## config.mk

```make
export PLATFORM = sky130hd
export DESIGN_NAME = npts_cell
export DESIGN_NICKNAME = d
export VERILOG_FILES = /design/src/npts_pkg.sv /design/src/npts_cell.sv
export SDC_FILE = /design/constraint.sdc
export NUM_CORES = 1
export LEC_CHECK = 0
export BUFFER_PORTS_ARGS = -buffer_cell sky130_fd_sc_hd__buf_2
export CAP_MARGIN = 20
export CORE_AREA = 10 10 246 271
export DETAILED_ROUTE_END_ITERATION = 12
export DIE_AREA = 0 0 256 281
export PLACE_DENSITY = 0.58
export SYNTH_ARGS = -nofsm -noshare
export SYNTH_HDL_FRONTEND = slang
export SYNTH_SLANG_ARGS = --single-unit
```

## constraint.sdc

```tcl
create_clock -name clk -period 17.11 [get_ports clk]
set_input_delay 1.711 -clock clk [delete_from_list [all_inputs] [get_ports clk]]
set_output_delay 1.711 -clock clk [all_outputs]
set_load 0.005 [all_outputs]
```

## src/npts_pkg.sv

```systemverilog
// ----------------------------------------------------------------------------
// Nearest point table search: package
// Widths, request and status codes, and the types shared between modules.
// ----------------------------------------------------------------------------
package npts_pkg;

    localparam int MAX_POINTS_DEF = 32;

    localparam int FUNC_W       = 2;
    localparam int STATUS_W     = 2;
    localparam int DATA_W       = 32;
    localparam int COARSE_SHIFT = 20;
    localparam int COARSE_W     = DATA_W - COARSE_SHIFT;
    localparam int SQ_W         = 2 * COARSE_W;
    localparam int DIST_W       = SQ_W + 1;
    localparam int HIT_INDEX_W  = 5;

    localparam logic [FUNC_W-1:0] FUNC_ADD   = 2'd0;
    localparam logic [FUNC_W-1:0] FUNC_FIND  = 2'd1;
    localparam logic [FUNC_W-1:0] FUNC_CLEAR = 2'd2;

    localparam logic [STATUS_W-1:0] STATUS_OK    = 2'd0;
    localparam logic [STATUS_W-1:0] STATUS_FULL  = 2'd1;
    localparam logic [STATUS_W-1:0] STATUS_EMPTY = 2'd2;

    // Search token handed from cell to cell: the coarse query and the best
    // point seen so far.
    typedef struct packed {
        logic [COARSE_W-1:0]    qx;
        logic [COARSE_W-1:0]    qy;
        logic                   found;
        logic [HIT_INDEX_W-1:0] idx;
        logic [DIST_W-1:0]      best_dist;
        logic [DATA_W-1:0]      x;
        logic [DATA_W-1:0]      y;
        logic [DATA_W-1:0]      h;
    } token_t;

    typedef struct packed {
        logic [STATUS_W-1:0]    status;
        logic [HIT_INDEX_W-1:0] hit_index;
        logic [DATA_W-1:0]      hit_x;
        logic [DATA_W-1:0]      hit_y;
        logic [DATA_W-1:0]      hit_height;
        logic [DIST_W-1:0]      distance;
    } result_t;

endpackage

```

## src/npts_cell.sv

```systemverilog
// ----------------------------------------------------------------------------
// Nearest point table search: table cell
// Holds one point and updates the passing search token with it.
// ----------------------------------------------------------------------------
module npts_cell #(
    parameter int CELL_IDX = 0,
    parameter int CNT_W    = 6
) (
    input  logic                        clk,
    input  logic                        rst_n,
    input  logic [CNT_W-1:0]            count,
    input  logic                        wr_en,
    input  logic [npts_pkg::DATA_W-1:0] wr_x,
    input  logic [npts_pkg::DATA_W-1:0] wr_y,
    input  logic [npts_pkg::DATA_W-1:0] wr_h,
    input  logic                        tok_valid_in,
    input  npts_pkg::token_t            tok_in,
    output logic                        tok_valid_out,
    output npts_pkg::token_t            tok_out
);

    localparam logic [CNT_W-1:0] CELL_ID = CNT_W'(CELL_IDX);
    localparam logic [npts_pkg::HIT_INDEX_W-1:0] CELL_HIT = npts_pkg::HIT_INDEX_W'(CELL_IDX);

    logic [npts_pkg::DATA_W-1:0]   x_reg, x_next;
    logic [npts_pkg::DATA_W-1:0]   y_reg, y_next;
    logic [npts_pkg::DATA_W-1:0]   h_reg, h_next;
    logic                          tok_valid_reg, tok_valid_next;
    npts_pkg::token_t              tok_reg, tok_next;

    logic [npts_pkg::COARSE_W-1:0] px;
    logic [npts_pkg::COARSE_W-1:0] py;
    logic [npts_pkg::COARSE_W-1:0] dx;
    logic [npts_pkg::COARSE_W-1:0] dy;
    logic [npts_pkg::SQ_W-1:0]     dx_sq;
    logic [npts_pkg::SQ_W-1:0]     dy_sq;
    logic [npts_pkg::DIST_W-1:0]   cand_dist;
    logic                          in_use;
    logic                          take;

    always_comb
    begin
        x_next = x_reg;
        y_next = y_reg;
        h_next = h_reg;
        if (wr_en && (count == CELL_ID))
        begin
            x_next = wr_x;
            y_next = wr_y;
            h_next = wr_h;
        end
    end

    always_comb
    begin
        px        = x_reg[npts_pkg::DATA_W-1 -: npts_pkg::COARSE_W];
        py        = y_reg[npts_pkg::DATA_W-1 -: npts_pkg::COARSE_W];
        dx        = (px >= tok_in.qx) ? (px - tok_in.qx) : (tok_in.qx - px);
        dy        = (py >= tok_in.qy) ? (py - tok_in.qy) : (tok_in.qy - py);
        dx_sq     = dx * dx;
        dy_sq     = dy * dy;
        cand_dist = {1'b0, dx_sq} + {1'b0, dy_sq};
        in_use    = (CELL_ID < count);
        // Strict compare keeps the lower index on equal distances.
        take      = in_use && (!tok_in.found || (cand_dist < tok_in.best_dist));

        tok_valid_next = tok_valid_in;
        tok_next       = tok_in;
        if (take)
        begin
            tok_next.found     = 1'b1;
            tok_next.idx       = CELL_HIT;
            tok_next.best_dist = cand_dist;
            tok_next.x         = x_reg;
            tok_next.y         = y_reg;
            tok_next.h         = h_reg;
        end
    end

    always_ff @(posedge clk)
    begin
        x_reg   <= x_next;
        y_reg   <= y_next;
        h_reg   <= h_next;
        tok_reg <= tok_next;
    end

    always_ff @(posedge clk or negedge rst_n)
    begin
        if (!rst_n)
        begin
            tok_valid_reg <= 1'b0;
        end
        else
        begin
            tok_valid_reg <= tok_valid_next;
        end
    end

    assign tok_valid_out = tok_valid_reg;
    assign tok_out       = tok_reg;

endmodule

```

==> impl_metrics.env <==
export IMPL_die_h_um=281
export IMPL_fmax_ghz=0.0780
export IMPL_grt_pass1_wl_um=80800
export IMPL_final_hold_viol_count=0
export IMPL_setup_worst_path_start_class="primary input"
export IMPL_drv_cap=0
export IMPL_end_kind="flop"
export IMPL_hold_ws_ps=466
export IMPL_syn2layout_area_growth_pct=21.1
export IMPL_drtIter0Drc=542
export IMPL_fillers=6240
export IMPL_synthCells=1648
export IMPL_die_area_um2=71900
export IMPL_clockBufferDepth=3
export IMPL_track_usage_pct=14.1
export IMPL_crit_top_cell="fa_1"
export IMPL_drc=0
export IMPL_drive_gt1_share_pct=30.0
export IMPL_hold_class="flop to flop"
export IMPL_cts_buffers=27
export IMPL_fin_crit_sh_pct=75.0
export IMPL_max_stage_delay_ps=720
export IMPL_cp_required_ps=17550
export IMPL_drv_slew=0
export IMPL_syn_nets=2285
export IMPL_fp_coreArea_um2=60900
export IMPL_std_cell_rows=95
export IMPL_synth_enable_flop_cells=96
export IMPL_cts_tree="yes"
export IMPL_timing_setup_tns_ps=0
export IMPL_antenna_found_initial=8
export IMPL_synth_cell_types=58
export IMPL_finalWeightedCongestion=0.867
export IMPL_ys_async_sr_fraction_pct=0.403
export IMPL_syn_avg_cell_area_um2=11.0
export IMPL_grt_pass1_vias=14400
export IMPL_outcome="finished, final reports clean"
export IMPL_max_slew_margin_rel_pct=35.9
export IMPL_layout_min_cycle_time_ps=12830
export IMPL_drt_antenna_violating_nets=0
export IMPL_insertion_delay_ps=550
export IMPL_seq_area_um2=5930
export IMPL_worstMarginPinSlew_ps=962
export IMPL_die_w_um=256
export IMPL_syn_area_um2=18200
export IMPL_grt_start_max_net_pins=69
export IMPL_viasPerCell=4.41
export IMPL_ys_ff_latch=248
export IMPL_dp_hpwl_um=43800
export IMPL_clock_skew_ps=14.1
export IMPL_cts_resized=0
export IMPL_critPathKind="primary input to flop"
export IMPL_synthFlopType="dfxtp_1"
export IMPL_rsz0062_at_grt="no"
export IMPL_crit_path_top_delay_cell="buf_4"
export IMPL_crit_fanout=68
export IMPL_largest_reg_flops=151
export IMPL_dr_pass1_iters=5
export IMPL_layout_common_cells="408 x buf_2, 345 x inv_1, 203 x fa_1, 177 x ha_1, 151 x dfxtp_1"
export IMPL_final_nets=2693
export IMPL_grt_ovfl_total=0
export IMPL_wl_per_cell_um=17.8
export IMPL_hold_buffers=0
export IMPL_initial_core_util_pct=29.8
export IMPL_io_pin_count=409
export IMPL_port_buffers=408
export IMPL_ys_seq_area_share_pct=32.7
export IMPL_synth_warnings=0
export IMPL_multi_input_area_um2=10700
export IMPL_htreeDepth=1
export IMPL_setup_viol=0
export IMPL_holdPathStages=1
export IMPL_vias=12800
export IMPL_cts_root_buffer_cell="clkbuf_16"
export IMPL_clock_sinks=248
export IMPL_layout_cells_most_common="buf_2"
export IMPL_crit_arrival_ps=13260
export IMPL_r2r_cells=38
export IMPL_drt_wl_total_um=51700
export IMPL_post_cts_buffers=0
export IMPL_clkTransAtPathRegs_ps=60
final cells by class:
cell class / instances / area share (%)
clock inverters: 9 / 0.251
well taps: 824 / 4.69
flip-flops and latches: 248 / 27.0
diodes: 6 / 0.0683
repair buffers: 424 / 9.84
inverters: 352 / 6.01
clock buffers: 40 / 3.53
multi-input cells: 1003 / 48.6
layer usage:
layer	GRT usage, %	part of all wire (%)
met2	26.7	54
met3	2.39	4.3
met4	4.17	2.5
met1	15.8	39
met5	0	0.025
worst paths after layout:
path	start	endpoint	slack [ps]
hold / removal	h_reg[17]	tok_out[17]	470
setup / recovery	tok_in[141]	tok_out[62]	4280
max in group asynchronous	rst_n	tok_valid_out	16100
hold reg to reg	h_reg[17]	tok_out[17]	470
min in group asynchronous	rst_n	tok_valid_out	930
setup reg to reg	x_reg[20]	tok_out[62]	5050
cells by family after synthesis:
kind of cell / count (synthesis) / share of synthesized area, %
compound gates: 162 / 5.99
xor+xnor: 48 / 2.71
fa+ha+maj: 380 / 34.6
buf+inv: 397 / 8.52
flops: 248 / 32.7
mux: 143 / 8.74
simple gates: 270 / 6.78
through the flow:
step	utilization, %	cells	worst slack (ps)	cell area, um^2
2_1_floorplan	-	1648	5740	18200
3_3_place_gp	34.7	2851	3800	21100
3_5_place_dp	34.7	2851	3730	21100
4_1_cts	36.1	2900	4290	22000
5_1_grt	36.1	2905	3660	22000
6_report	36.1	2906	4280	22000
worst max-delay path, delay by kind of cell:
| kind | cells | cell delay, ps |
|---|---|---|
| mux | 2 | 840 |
| xor+xnor | 1 | 310 |
| compound gates | 14 | 3180 |
| simple gates | 4 | 910 |
| fa+ha+maj | 10 | 4830 |
| buf+inv | 9 | 1350 |
synthesized netlist by cell type (all sizes together), types with 28 or more instances:
library cell	n	area, um^2
a21oi	51	274
edfxtp	96	2880
nand2b	34	213
buf	32	176
dfxtp	151	3020
a21o	28	210
xnor2	29	310
mux2	124	1400
nor2	122	458
nand2	50	188
fa	203	4060
ha	177	2210
inv	351	1320
Power is not shown: default switching activity piles up to over one toggle a cycle in this logic, so the estimate is an artifact.
